==> src/rtl/spr_pkg.sv <==
`default_nettype none

package spr_pkg;

    localparam int MAX_PATTERN = 8;
    localparam int HOLD_CAP    = (MAX_PATTERN < 8) ? MAX_PATTERN : 8;

    // Configuration register indexes.
    localparam logic CFG_PATTERN_BYTES  = 1'b0;
    localparam logic CFG_PATTERN_LENGTH = 1'b1;

    typedef struct packed {
        logic load;     // take the input request
        logic emit;     // move the oldest held byte toward the output
        logic drop;     // discard a complete match
        logic finish;   // close the current item
    } spr_cmd_t;

    typedef struct packed {
        logic in_appends;  // incoming request carries a byte that will be held
        logic in_end;      // incoming request ends the string
        logic empty;       // nothing held
        logic prefix_ok;   // held bytes agree with the pattern prefix
        logic full;        // enough bytes held for a complete match
        logic pend_valid;  // a result waits for its last flag
        logic out_free;    // output register may be loaded this cycle
        logic end_flag;    // current item ends the string
    } spr_status_t;

endpackage

`default_nettype wire

==> src/rtl/spr_ctrl.sv <==
`default_nettype none

module spr_ctrl
    import spr_pkg::*;
(
    input  wire logic        clk,
    input  wire logic        rst_n,
    input  wire logic        in_valid,
    output logic             in_stall,
    input  wire spr_status_t status,
    output spr_cmd_t         cmd
);

    typedef enum logic [1:0] {
        S_IDLE,
        S_SCAN,
        S_FLUSH,
        S_FINISH
    } state_t;

    state_t state_reg;
    state_t state_next;
    logic   in_stall_reg;
    logic   in_stall_next;
    logic   can_emit;
    logic   need_push;

    // Emitting a byte pushes any waiting result into the output register.
    assign can_emit  = !status.pend_valid || status.out_free;
    assign need_push = status.pend_valid || status.end_flag;

    always_comb
    begin
        cmd        = '0;
        state_next = state_reg;
        case (state_reg)
            S_IDLE:
            begin
                if (in_valid && !in_stall_reg)
                begin
                    cmd.load = 1'b1;
                    if (status.in_appends)
                    begin
                        state_next = S_SCAN;
                    end
                    else if (status.in_end)
                    begin
                        state_next = S_FLUSH;
                    end
                end
            end
            S_SCAN:
            begin
                if (status.empty || (status.prefix_ok && !status.full))
                begin
                    state_next = status.end_flag ? S_FLUSH : S_FINISH;
                end
                else if (status.prefix_ok)
                begin
                    cmd.drop = 1'b1;
                end
                else if (can_emit)
                begin
                    cmd.emit = 1'b1;
                end
            end
            S_FLUSH:
            begin
                if (status.empty)
                begin
                    state_next = S_FINISH;
                end
                else if (can_emit)
                begin
                    cmd.emit = 1'b1;
                end
            end
            S_FINISH:
            begin
                if (!need_push || status.out_free)
                begin
                    cmd.finish = 1'b1;
                    state_next = S_IDLE;
                end
            end
            default:
            begin
                state_next = S_IDLE;
            end
        endcase
    end

    assign in_stall_next = (state_next != S_IDLE);

    always_ff @(posedge clk or negedge rst_n)
    begin
        if (!rst_n)
        begin
            state_reg    <= S_IDLE;
            in_stall_reg <= 1'b0;
        end
        else
        begin
            state_reg    <= state_next;
            in_stall_reg <= in_stall_next;
        end
    end

    assign in_stall = in_stall_reg;

endmodule

`default_nettype wire

==> src/rtl/spr_datapath.sv <==
`default_nettype none

module spr_datapath
    import spr_pkg::*;
(
    input  wire logic        clk,
    input  wire logic        rst_n,
    input  wire logic        cfg_write,
    input  wire logic        cfg_index,
    input  wire logic [63:0] cfg_data,
    input  wire logic [7:0]  data_byte,
    input  wire logic        byte_present,
    input  wire logic        string_end,
    input  wire spr_cmd_t    cmd,
    output spr_status_t      status,
    output logic             out_valid,
    input  wire logic        out_stall,
    output logic [7:0]       out_byte,
    output logic             out_present,
    output logic             out_string_end,
    output logic             run_last
);

    logic [63:0] pattern_bytes_reg;
    logic [3:0]  pattern_length_reg;
    logic [7:0]  held_reg [8];
    logic [7:0]  held_next [8];
    logic [3:0]  count_reg;
    logic [3:0]  count_next;
    logic        end_flag_reg;
    logic        pend_valid_reg;
    logic [7:0]  pend_byte_reg;
    logic        out_valid_reg;
    logic [7:0]  out_byte_reg;
    logic        out_present_reg;
    logic        out_end_reg;
    logic        out_last_reg;

    logic [3:0]  plen;
    logic [3:0]  cmp_len;
    logic [7:0]  lane_ok;
    logic [3:0]  shamt;
    logic        out_free;
    logic        in_appends;

    assign plen = (pattern_length_reg > 4'(HOLD_CAP)) ? 4'(HOLD_CAP) : pattern_length_reg;
    assign cmp_len = (count_reg < plen) ? count_reg : plen;
    assign out_free = !out_valid_reg || !out_stall;
    assign in_appends = byte_present && (count_reg < 4'd8);

    always_comb
    begin
        for (int i = 0; i < 8; i++)
        begin
            lane_ok[i] = (4'(i) >= cmp_len) ||
                         (held_reg[i] == pattern_bytes_reg[i*8 +: 8]);
        end
    end

    assign status.in_appends = in_appends;
    assign status.in_end     = string_end;
    assign status.empty      = (count_reg == 4'd0);
    // A zero-length pattern never matches, so every byte is emitted.
    assign status.prefix_ok  = (plen != 4'd0) && (&lane_ok);
    assign status.full       = (count_reg >= plen);
    assign status.pend_valid = pend_valid_reg;
    assign status.out_free   = out_free;
    assign status.end_flag   = end_flag_reg;

    assign shamt = cmd.emit ? 4'd1 : plen;

    always_comb
    begin
        logic [4:0] src;
        src        = '0;
        count_next = count_reg;
        for (int i = 0; i < 8; i++)
        begin
            held_next[i] = held_reg[i];
        end
        if (cmd.load && in_appends)
        begin
            held_next[count_reg[2:0]] = data_byte;
            count_next                = count_reg + 4'd1;
        end
        else if (cmd.emit || cmd.drop)
        begin
            for (int i = 0; i < 8; i++)
            begin
                src = 5'(i) + {1'b0, shamt};
                if (src < 5'd8)
                begin
                    held_next[i] = held_reg[src[2:0]];
                end
            end
            count_next = (count_reg > shamt) ? (count_reg - shamt) : 4'd0;
        end
        else if (cmd.finish && end_flag_reg)
        begin
            count_next = 4'd0;
        end
    end

    always_ff @(posedge clk)
    begin
        for (int i = 0; i < 8; i++)
        begin
            held_reg[i] <= held_next[i];
        end
        if (cmd.emit)
        begin
            pend_byte_reg <= held_reg[0];
        end
    end

    always_ff @(posedge clk or negedge rst_n)
    begin
        if (!rst_n)
        begin
            pattern_bytes_reg  <= '0;
            pattern_length_reg <= '0;
            count_reg          <= '0;
            end_flag_reg       <= 1'b0;
            pend_valid_reg     <= 1'b0;
            out_valid_reg      <= 1'b0;
        end
        else
        begin
            if (cfg_write)
            begin
                case (cfg_index)
                    CFG_PATTERN_BYTES:  pattern_bytes_reg  <= cfg_data;
                    CFG_PATTERN_LENGTH: pattern_length_reg <= cfg_data[3:0];
                    default:            pattern_bytes_reg  <= pattern_bytes_reg;
                endcase
            end
            count_reg <= count_next;
            if (cmd.load)
            begin
                end_flag_reg <= string_end;
            end
            if (cmd.emit)
            begin
                pend_valid_reg <= 1'b1;
            end
            else if (cmd.finish)
            begin
                pend_valid_reg <= 1'b0;
            end
            if ((cmd.emit && pend_valid_reg) ||
                (cmd.finish && (pend_valid_reg || end_flag_reg)))
            begin
                out_valid_reg <= 1'b1;
            end
            else if (!out_stall)
            begin
                out_valid_reg <= 1'b0;
            end
        end
    end

    // Output payload: a result only learns it is the last of its item once the
    // following step is known, so each byte waits one step in the pending slot.
    always_ff @(posedge clk)
    begin
        if (cmd.emit && pend_valid_reg)
        begin
            out_byte_reg    <= pend_byte_reg;
            out_present_reg <= 1'b1;
            out_end_reg     <= 1'b0;
            out_last_reg    <= 1'b0;
        end
        else if (cmd.finish && pend_valid_reg)
        begin
            out_byte_reg    <= pend_byte_reg;
            out_present_reg <= 1'b1;
            out_end_reg     <= end_flag_reg;
            out_last_reg    <= 1'b1;
        end
        else if (cmd.finish && end_flag_reg)
        begin
            out_byte_reg    <= 8'd0;
            out_present_reg <= 1'b0;
            out_end_reg     <= 1'b1;
            out_last_reg    <= 1'b1;
        end
    end

    assign out_valid      = out_valid_reg;
    assign out_byte       = out_byte_reg;
    assign out_present    = out_present_reg;
    assign out_string_end = out_end_reg;
    assign run_last       = out_last_reg;

endmodule

`default_nettype wire

==> src/rtl/stream_pattern_remover_unit.sv <==
`default_nettype none

// Channel  Handshake            Payload
// -------  -------------------  ----------------------------------------------
// in       in_valid / in_stall  data_byte, byte_present, string_end
// out      out_valid/out_stall  out_byte, out_present, out_string_end, run_last
// cfg      cfg_valid/cfg_ready  cfg_index (0 pattern_bytes, 1 pattern_length), cfg_data
//
// A request is loaded; the scan then emits the oldest held byte or drops a
// complete match at each step until nothing is held or only a pattern prefix
// remains; at string end a flush emits the rest, and a finish step closes the
// item. A request that adds no held byte and does not end the string is only loaded.
// Reset clears the held count, the pattern registers and the output valid.
// A stalled output holds the controller only when a new result must be pushed.

module stream_pattern_remover_unit
    import spr_pkg::*;
(
    input  wire logic        clk,
    input  wire logic        rst_n,
    input  wire logic        in_valid,
    output logic             in_stall,
    input  wire logic [7:0]  data_byte,
    input  wire logic        byte_present,
    input  wire logic        string_end,
    output logic             out_valid,
    input  wire logic        out_stall,
    output logic [7:0]       out_byte,
    output logic             out_present,
    output logic             out_string_end,
    output logic             run_last,
    input  wire logic        cfg_valid,
    output logic             cfg_ready,
    input  wire logic        cfg_index,
    input  wire logic [63:0] cfg_data
);

    spr_cmd_t    cmd;
    spr_status_t status;

    assign cfg_ready = 1'b1;

    spr_ctrl u_ctrl (
        .clk      (clk),
        .rst_n    (rst_n),
        .in_valid (in_valid),
        .in_stall (in_stall),
        .status   (status),
        .cmd      (cmd)
    );

    spr_datapath u_datapath (
        .clk            (clk),
        .rst_n          (rst_n),
        .cfg_write      (cfg_valid && cfg_ready),
        .cfg_index      (cfg_index),
        .cfg_data       (cfg_data),
        .data_byte      (data_byte),
        .byte_present   (byte_present),
        .string_end     (string_end),
        .cmd            (cmd),
        .status         (status),
        .out_valid      (out_valid),
        .out_stall      (out_stall),
        .out_byte       (out_byte),
        .out_present    (out_present),
        .out_string_end (out_string_end),
        .run_last       (run_last)
    );

endmodule

`default_nettype wire
==> config.mk <==
export PLATFORM = sky130hd
export DESIGN_NAME = stream_pattern_remover_unit
export DESIGN_NICKNAME = d
export VERILOG_FILES = /design/src/rtl/spr_pkg.sv /design/src/rtl/spr_ctrl.sv /design/src/rtl/spr_datapath.sv /design/src/rtl/stream_pattern_remover_unit.sv
export SDC_FILE = /design/constraint.sdc
export NUM_CORES = 1
export LEC_CHECK = 0
export BUFFER_PORTS_ARGS = -buffer_cell sky130_fd_sc_hd__buf_2
export CORE_MARGIN = 2
export CORE_UTILIZATION = 40
export DETAILED_ROUTE_END_ITERATION = 10
export RECOVER_POWER = 50
export SETUP_SLACK_MARGIN = 0.4
export SLEW_MARGIN = 40
export SYNTH_ARGS = -nofsm -noshare
export SYNTH_HDL_FRONTEND = slang
export SYNTH_SLANG_ARGS = --single-unit
==> constraint.sdc <==
create_clock -name clk -period 8 [get_ports clk]
set_input_delay 0.8 -clock clk [delete_from_list [all_inputs] [get_ports clk]]
set_output_delay 0.8 -clock clk [all_outputs]
set_load 0.01 [all_outputs]
### Word level (Yosys, flattened, before mapping)

Memory sizes are Yosys's and may differ from the RTL's.
Cells that the tools add are included.

* memories: 1
* memory bits (writable): 64
* register bits: 97
* bits in read-only memories: 0
* output and inout port bits: 14
* bits in latches: 0
* input port bits: 80
* logic and storage cells: 152

Memory list
* u_datapath.held_reg: words 8, bits a word 8, read ports 16, clocked after memory_dff 0, wr ports 8, RTL line spr_datapath.sv:26 `logic [7:0] held_reg [8];`

* div/mod/pow operators: 0
* equal/unequal tests: 12
* $add $sub $neg: 9
* reductions and logical operators: 43
* shifts and indexed selects: 0
* bitwise operators: 2
* $mul: 0
* order comparisons: 23
* mux-type cells: 49

Operators with widths (count)
* 2-to-1 mux 64 bit: 2
* 2-to-1 mux 8 bit: 12
* bitwise mux 64 bit: 1
* equality test 8 bit: 8
* less-than comparator 5 x 4 -> 1 bit (second input constant): 7
* 2-to-1 mux 4 bit: 7
* demux 8 bit (select 3 bit): 1
* adder 3 x 4 -> 5 bit (first input constant): 4
* 2-to-1 mux 1 bit: 17
* >= comparator 3 x 4 -> 1 bit (first input constant): 4
* logical OR 1 bit: 15
* 2-to-1 mux 2 bit: 7
* adder 2 x 4 -> 5 bit (first input constant): 2
* logical AND 1 bit: 10
* >= comparator 1 x 4 -> 1 bit (first input constant): 2
* >= comparator 2 x 4 -> 1 bit (first input constant): 2
* less-than comparator 4 bit (second input constant): 2
* one-hot mux 2 bit (4 select lines): 1
* AND reduction 8 bit: 1
* zero test 1 bit: 6
* nonzero test 2 bit: 3
* nonzero test 3 bit: 2
* adder 1 x 4 -> 5 bit (first input constant): 1
* adder 4 x 1 -> 4 bit (second input constant): 1
* other kinds (18): 20

### Logic depth before layout (Yosys ltp)

Gate-level depths: netlist of the first run.

* word-level depth: 18
* depth in mapped cells: 23
* depth with buffers taken out: 19

### Hierarchy

A second synthesis of the first run with hierarchy kept.

* cells, all modules: 1012
* area total of the unflattened synthesis: 10471.3 um2

By module, submodules not included
* spr_datapath: cells an instance 975, times used 1, area an instance 10148.5 um2, seq. area each 4339.2 um2
* spr_ctrl: cells an instance 35, times used 1, area an instance 311.5 um2, seq. area each 75.1 um2
* stream_pattern_remover_unit: cells an instance 2, times used 1, area an instance 11.3 um2, seq. area each 0.0 um2

### Least setup slack after synthesis of the first run

No wires, ideal clock.

* kind: reg-to-reg
* start: reg u_datapath.pattern_length_reg[3]
* end: mem u_datapath.held_reg[3][0], data pin
* data required time: 7737 ps
* arrival time: 5602 ps
* clock period less this slack: 5865 ps
* setup slack: 2135 ps
* library setup time: 263 ps
* buffers on the path: 7
* cell stages (with the launch flop): 23
* cell sequence: dfrtp_1 -> buf_2 -> nor2b_1 -> buf_2 -> inv_2 -> clkbuf_1 -> ha_1 -> nor2b_1 -> o21ba_2 -> or4_1 -> o311ai_1 -> o211ai_2 -> nor4_4 -> o21ai_2 -> clkbuf_1 -> clkbuf_1 -> ha_1 -> clkbuf_1 -> inv_2 -> clkbuf_1 -> mux4_2 -> a32oi_1 -> o31ai_1

RTL lines
* start: declaration: RTL line spr_datapath.sv:25 `logic [3:0] pattern_length_reg;`
* start signal: assignment: RTL line spr_datapath.sv:133 `CFG_PATTERN_LENGTH: pattern_length_reg <= cfg_data[3:0];`
* end: declaration: RTL line spr_datapath.sv:26

==> results.md, run 1 <==
- Fin area: 12300 sq um
- Drt total wl: 34.9 mm
- Max-Cap Viols: 2
- Num rows: 60
- Max Freq: 159 MHz
- HPWL Detailed: 24.7 mm
- Clk buf depth: 2
- Synth area leaders: edfxtp_1, dfrtp_1, mux2_2
- Core Region: 26900 sq um
- H-tree Lvls: 4
- Avg Cell Area, Syn: 10.1 sq um
- Cell count after synthesis: 1078
- Worst Path Arrival: 6.47 ns
- Vias per std cell: 6.25
- Post-synth top cells: nand2_1, edfxtp_1, dfrtp_1, nor2_1, mux2_2
- Vias: 9233
- Die height: 169 um
- CTS Hold Bufs: 0
- Async SR Flop Fraction: 48.4%
- Wire length per cell: 23.6 um
- #FFs+latches synth: 161
- Hold Path Class: flip-flop to flip-flop
- Syn Nets: 1182
- Buffers on Ports: 92
- ANT cells: 0
- Critical path type: flip-flop to flip-flop
- Final hold violation count: 0
- Final hold slack: 0.466 ns
- Drt drc: 0
- # Post-CTS Setup Buffers: 0
- Seq/Total Area, Yosys: 40.5%
- Main synth FF type: edfxtp_1
- Number of synthesized flops with an enable pin: 80
- Routed Antenna Nets: 0
- Skew final: 0.0147 ns
- Library cells used by synthesis: 68
- WP data required: 8.18 ns
- First-pass GRT wire length: 53.3 mm
- Starting Density: 40.6%
- Gp weighted congestion: 0.945
- Status: complete, but fails checks
- Unrepaired setup endpoints after global routing: no
- Critical Path Sink Type: flip-flop
- CTS tree: done
- Psw: 0.00195 W
- GRT Overall Usage: 24.6%
- Worst-margin pin slew: 3.35 ns
- Violated checks: max-capacitance violations, max-slew violations
- Io pins: 94
- Pwr Total: 0.00460 W
- Fin cells: 1478
- Synthesized area: 10900 sq um
- Cell taking the most area after synthesis: edfxtp_1
- CTS clk-pin slew, worst paths: 0.07 ns
- Die area: 28600 sq um
- Internal reg-to-reg setup slack: 1.71 ns
- Sum Neg Setup Slack: 0 ns
- Clock Sinks: 161
- Switching Share: 42.4%
- Die X: 169 um
- Synth warn: 0
- Synth top area share: 22.0%
- Most frequent cell after synthesis: nand2_1
- Setup-failing EPs final: 0
- PostCTS Resize Cnt: 0
- Clk pwr share: 17.9%
- Power per Cell Area: 375 nW/um^2
- CTS root buf: clkbuf_16
- Pint: 0.00265 W
- Seq pwr share: 30.6%
- Share of layout cells above drive strength 1: 22.8%
- Clk_lat worst skew: 0.44 ns
- Final Critical Period: 6.29 ns
- Slew HR: -123%
- Maximum vdd drop: 0.000170 V
- Placed cells: 1446
- Placed inst area: 11700 sq um
- Initial antenna violation count: 0
- DRT iter0 DRCs: 1199
- Combinational power share: 51.4%
- Vias in the first global route: 8789
- CTS buffer count: 17
- Critical Path Fanout Max: 36
- Tcrit/Tclk final: 78.7%
- Global route total overflow: 0
- First-pass DRT Iterations: 6
- Startpoint Class: flip-flop
- Area Growth Syn to Fin: 12.4%
- Pleak: 4.75 nW
- Layout Nets: 1228
- Largest net degree at the start of global routing: 88
- Max Slew Vio Count: 126
logic make-up (layout without fill, tap and decap cells):
kind of cell / count (synthesis) / count (layout) / share of synthesized area [%]
AOI/OAI and AO/OA: 301 / 301 / 19.4
and+or+nand+nor: 267 / 267 / 11.0
DFF: 161 / 161 / 40.5
buffers and inverters: 133 / 192 / 5.01
muxes: 120 / 120 / 15.5
xor gates and xnor gates: 71 / 71 / 5.84
adders and majority gates: 24 / 24 / 2.82
other: 1 / 1 / 0.0344
layout make-up:
| type | count | area [sq um] |
|---|---|---|
| multi-input cells | 784 | 6040 |
| clock buffers | 20 | 469 |
| flip-flops and latches | 161 | 4410 |
| inverters | 48 | 180 |
| well taps | 341 | 427 |
| clock inverters | 12 | 115 |
| fillers | 2551 | 14600 |
| repair buffers | 112 | 617 |
worst max-delay path, stage by stage, from the launching register on:
cell and delay, ns:
dfrtp_1 0.49, nor2b_2 0.15, buf_4 0.35, inv_2 0.35, ha_1 0.39, nor2b_1 0.15
o21bai_1 0.54, a21oi_1 0.15, o32a_1 0.40, o211ai_2 0.12, nor4_4 0.07, buf_4 0.21
o21ai_1 0.46, inv_1 0.20, ha_2 0.69, buf_4 0.41, mux4_2 0.54, a32oi_1 0.23
o31ai_1 0.11
cells in the final DEF, fill, tap and decap left out, types with 13 or more instances in the layout:
| master | n |
|---|---|
| nand2_1 | 104 |
| edfxtp_1 | 80 |
| buf_2 | 78 |
| dfrtp_1 | 78 |
| nor2_1 | 73 |
| mux2_2 | 70 |
| a21oi_1 | 52 |
| inv_1 | 45 |
| o21ai_0 | 36 |
| xnor2_1 | 35 |
| xor2_1 | 34 |
| a31oi_1 | 34 |
| o221ai_1 | 34 |
| a32oi_1 | 34 |
| mux4_2 | 32 |
| o31ai_1 | 32 |
| nand3_1 | 24 |
| o22ai_1 | 22 |
| ha_1 | 21 |
| mux2i_1 | 18 |
| clkbuf_16 | 18 |
| a22o_1 | 16 |
| clkbuf_1 | 16 |
| buf_4 | 15 |
| and2_1 | 13 |
| nor4_1 | 13 |
power groups by stage:
stage	combinational, W	clock, W	sequential [W]
CTS	0.00235	0.000833	0.00139
global route	0.00260	0.000867	0.00142
floorplan	0.00187	0	0.00129
finish	0.00236	0.000824	0.00141
global placement	0.00226	0	0.00141
detailed placement	0.00235	0	0.00141
final timing paths:
check,from,to,depth (start not counted)
worst max-delay path,u_datapath.pattern_length_reg[3],u_datapath.held_reg[1][3],18
worst min-delay path,u_datapath.out_present,u_datapath.out_present,1
worst max register to register,u_datapath.pattern_length_reg[3],u_datapath.held_reg[1][3],18
worst min register to register,u_datapath.out_present,u_datapath.out_present,1
max in group asynchronous,rst_n,u_datapath.pattern_bytes_reg[23],2
min in group asynchronous,rst_n,u_datapath.pattern_bytes_reg[2],1
metal layers:
layer | vias up | wire [um] | GRT usage, %
met5 | - | 0 | 0
met2 | 524 | 15200 | 36.8
li1 | 4157 | - | -
met4 | 0 | 1190 | 9.51
met3 | 64 | 3660 | 4.71
met1 | 4488 | 14800 | 35.3
per-stage QoR:
stage	util, %	worst slack (ns)
3_5_place_dp	43.5	1.56
6_report	45.6	1.71
2_1_floorplan	-	2.14
5_1_grt	45.6	1.26
3_3_place_gp	43.2	1.77
4_1_cts	45.7	1.53
Note: power is estimated with default switching activity, not from simulation.
==> inputs of run 2 (changes only) <==
--- a/config.mk
+++ b/config.mk
@@ -5,6 +5,7 @@
 export SDC_FILE = /design/constraint.sdc
 export NUM_CORES = 1
 export LEC_CHECK = 0
+export ABC_AREA = 1
 export BUFFER_PORTS_ARGS = -buffer_cell sky130_fd_sc_hd__buf_2
 export CORE_MARGIN = 2
 export CORE_UTILIZATION = 40
==> constraint.sdc (replaced) <==
create_clock -name clk -period 6.6 [get_ports clk]
set_input_delay 0.66 -clock clk [delete_from_list [all_inputs] [get_ports clk]]
set_output_delay 0.66 -clock clk [all_outputs]
set_load 0.01 [all_outputs]
==> run 2 against run 1 <==
The run still ends with max-capacitance violations, max-slew violations left; clock skew down 0.0048 ns; combinational power up 12%; cell count up 23%; wire length up 3.3%; design area down 1.0%; hold slack worse by 0.021 ns; die area about the same; utilization down 0.47 points; sequential power up 16%; non-clock buffer count down 3; setup slack worse by 0.43 ns; critical path type unchanged.
==> results.md, run 2 <==
- Io pins: 94 (unchanged)
- Unrepaired setup endpoints after global routing: no (unchanged)
- Sum Neg Setup Slack: 0 ns (unchanged)
- Synth area leaders: edfxtp_1, dfrtp_1, nand3_1 (was edfxtp_1, dfrtp_1, mux2_2)
- Worst Path Arrival: 5.39 ns (was 6.47 ns)
- Status: complete, but fails checks (unchanged)
- Critical path type: flip-flop to flip-flop (unchanged)
- Syn Nets: 1514 (was 1182)
- Main synth FF type: edfxtp_1 (unchanged)
- CTS buffer count: 17 (unchanged)
- Die height: 169 um (about the same)
- Pleak: 5.62 nW (was 4.75 nW)
- Die X: 169 um (about the same)
- Most frequent cells in the layout: nand3_1, nand2_1, inv_1, nor2_1, edfxtp_1 (was nand2_1, edfxtp_1, buf_2, dfrtp_1, nor2_1)
- Critical Path Sink Type: flip-flop (unchanged)
- Final Critical Period: 5.32 ns (was 6.29 ns)
- Maximum vdd drop: 0.000215 V (was 0.000170 V)
- Number of synthesized flops with an enable pin: 80 (unchanged)
- Share of layout cells above drive strength 1: 14.8% (was 22.8%)
- Largest net degree at the start of global routing: 72 (was 88)
- Buffers on Ports: 92 (unchanged)
- Clk_lat worst skew: 0.44 ns (about the same)
- Area Growth Syn to Fin: 11.3% (was 12.4%)
- Fin area: 12100 sq um (was 12300 sq um)
- Synth top area share: 22.0% (about the same)
- CTS clk-pin slew, worst paths: 0.07 ns (about the same)
- # Post-CTS Setup Buffers: 0 (unchanged)
- First-pass GRT wire length: 54.6 mm (was 53.3 mm)
- Seq/Total Area, Yosys: 40.5% (about the same)
- Synthesized area: 10900 sq um (about the same)
- Reg area: 4410 sq um (unchanged)
- H-tree Lvls: 4 (unchanged)
- CTS tree: done (unchanged)
- Max Slew Vio Count: 150 (was 126)
- Synth warn: 0 (unchanged)
- Final hold violation count: 0 (unchanged)
- Clk buf depth: 2 (unchanged)
- Library cells used by synthesis: 44 (was 68)
- Gp weighted congestion: 0.934 (was 0.945)
- #FFs+latches synth: 161 (unchanged)
- Avg Cell Area, Syn: 7.73 sq um (was 10.1 sq um)
- Num rows: 60 (unchanged)
- HPWL Detailed: 25.5 mm (was 24.7 mm)
- Commonest non-fill, non-tap cell in the layout: nand3_1 (was nand2_1)
- Drt total wl: 36.1 mm (was 34.9 mm)
- Placed inst area: 11600 sq um (was 11700 sq um)
- DRT iter0 DRCs: 1398 (was 1199)
- Cell taking the most area after synthesis: edfxtp_1 (unchanged)
- Startpoint Class: flip-flop (unchanged)
- Vias in the first global route: 9373 (was 8789)
- CTS root buf: clkbuf_16 (unchanged)
- Slew HR: -142% (was -123%)
- WP data required: 6.67 ns (was 8.18 ns)
- Routed Antenna Nets: 0 (unchanged)
- Hold Path Class: primary input to flip-flop (was flip-flop to flip-flop)
- Layout Nets: 1566 (was 1228)
- Clock Sinks: 161 (unchanged)
- Setup-failing EPs final: 0 (unchanged)
- Worst-margin pin slew: 3.63 ns (was 3.35 ns)
- Vias per std cell: 5.58 (was 6.25)
- Vias: 10100 (was 9233)
- Core Region: 26900 sq um (unchanged)
- First-pass DRT Iterations: 6 (unchanged)
- Skew final: 0.00992 ns (was 0.0147 ns)
- Max-Cap Viols: 3 (was 2)
- CTS Hold Bufs: 0 (unchanged)
- Starting Density: 40.6% (about the same)
- PostCTS Resize Cnt: 0 (unchanged)
- Initial antenna violation count: 0 (unchanged)
- Power per Cell Area: 434 nW/um^2 (was 375 nW/um^2)
- Pwr Total: 0.00526 W (was 0.00460 W)
- Tcrit/Tclk final: 80.6% (was 78.7%)
- Layout filler cell count: 2732 (was 2551)
- Area of the multi-input gates: 5640 sq um (was 6040 sq um)
- Global route total overflow: 0 (unchanged)
- Async SR Flop Fraction: 48.4% (unchanged)
- Wire length per cell: 19.9 um (was 23.6 um)
- Violated checks: max-capacitance violations, max-slew violations (unchanged)
- Post-synth top cells: nand3_1, nand2_1, inv_1 (was nand2_1, edfxtp_1, dfrtp_1, nor2_1, mux2_2)
- Most frequent cell after synthesis: nand3_1 (was nand2_1)
- Critical Path Fanout Max: 71 (was 36)
- Max Freq: 188 MHz (was 159 MHz)
- ANT cells: 0 (unchanged)
- Cell count after synthesis: 1410 (was 1078)
- Die area: 28600 sq um (about the same)
- GRT Overall Usage: 25.4% (was 24.6%)
- Drt drc: 0 (unchanged)
-- run 2: power by group --
group	leakage (nW)	internal, W	switching [W]
sequential	1.68	0.00142	0.000202
clock	0.286	0.000557	0.000434
combinational	3.66	0.000883	0.00176
-- run 2: cell families (layout without fill, tap and decap cells) --
group,count (synthesis),count (layout),synth area share [%]
AO/OA/AOI/OAI,45,45,2.56
XOR/XNOR,67,67,5.38
adder cells (fa/ha/maj),24,24,2.82
buffers and inverters,210,275,8.28
flip-flops,161,161,40.5
multiplexers,60,60,6.20
other,1,1,0.0344
AND/OR/NAND/NOR,842,842,34.2
-- run 2: final timing paths --
check | startpoint | to | slack (ns) | depth (start not counted)
max | u_datapath.pattern_length_reg[3] | u_datapath.held_reg[2][2] | 1.28 | 25
min | cfg_data[13] | u_datapath.pattern_bytes_reg[13] | 0.45 | 2
max reg2reg | u_datapath.pattern_length_reg[3] | u_datapath.held_reg[2][2] | 1.28 | 25
min reg2reg | u_datapath.out_present | u_datapath.out_present | 0.45 | 2
max in group asynchronous | rst_n | u_datapath.pattern_bytes_reg[61] | 2.70 | 2
min in group asynchronous | rst_n | u_datapath.pattern_bytes_reg[19] | 0.85 | 1
-- run 2: layout make-up --
type | instances | area share, %
Clock buffer | 21 | 4.24
Clock inverter | 11 | 0.567
Inverter | 134 | 4.15
Multi-Input combinational cell | 1039 | 46.5
Sequential cell | 161 | 36.4
Tap cell | 341 | 3.52
Timing Repair Buffer | 109 | 4.65
-- run 2: layer usage --
metal | share of wire [%] | vias to the layer above | global-route usage, %
met1 | 44 | 4675 | 35.6
met5 | 0.16 | - | 1.57
met4 | 3.7 | 2 | 10.5
met3 | 10 | 78 | 6.29
li1 | - | 4776 | -
met2 | 42 | 600 | 37.3
-- run 2: worst max-delay path, stage by stage (launching register included) --
cell and delay, ns:
dfrtp_1 0.51, nor2_1 0.27, inv_1 0.08, ha_1 0.29, nand2_1 0.07, nand2_1 0.06, nand2_2 0.13, nand2_4 0.08
nand2_1 0.09, nand2_1 0.08, nor2_2 0.16, nand2_1 0.06, nand2_1 0.06, nand2_1 0.04, nor2_1 0.08, nand2_1 0.11
nand2_1 0.07, nand2_1 0.06, nand2_2 0.13, buf_4 0.64, nand2_1 0.17, buf_4 0.29, inv_2 0.35, ha_1 0.34
nor2_1 0.12, a211oi_4 0.56
-- run 2: stage by stage --
stage	hold slack [ns]	utilization, %	instances	setup slack (ns)
after floorplan	0.364	-	1410	2.78
after global placement	0.443	42.9	1784	1.30
after detailed placement	0.441	43.1	1784	1.43
after CTS	0.205	45.2	1816	1.36
after global routing	0.437	45.1	1816	1.00
final	0.445	45.1	1816	1.28
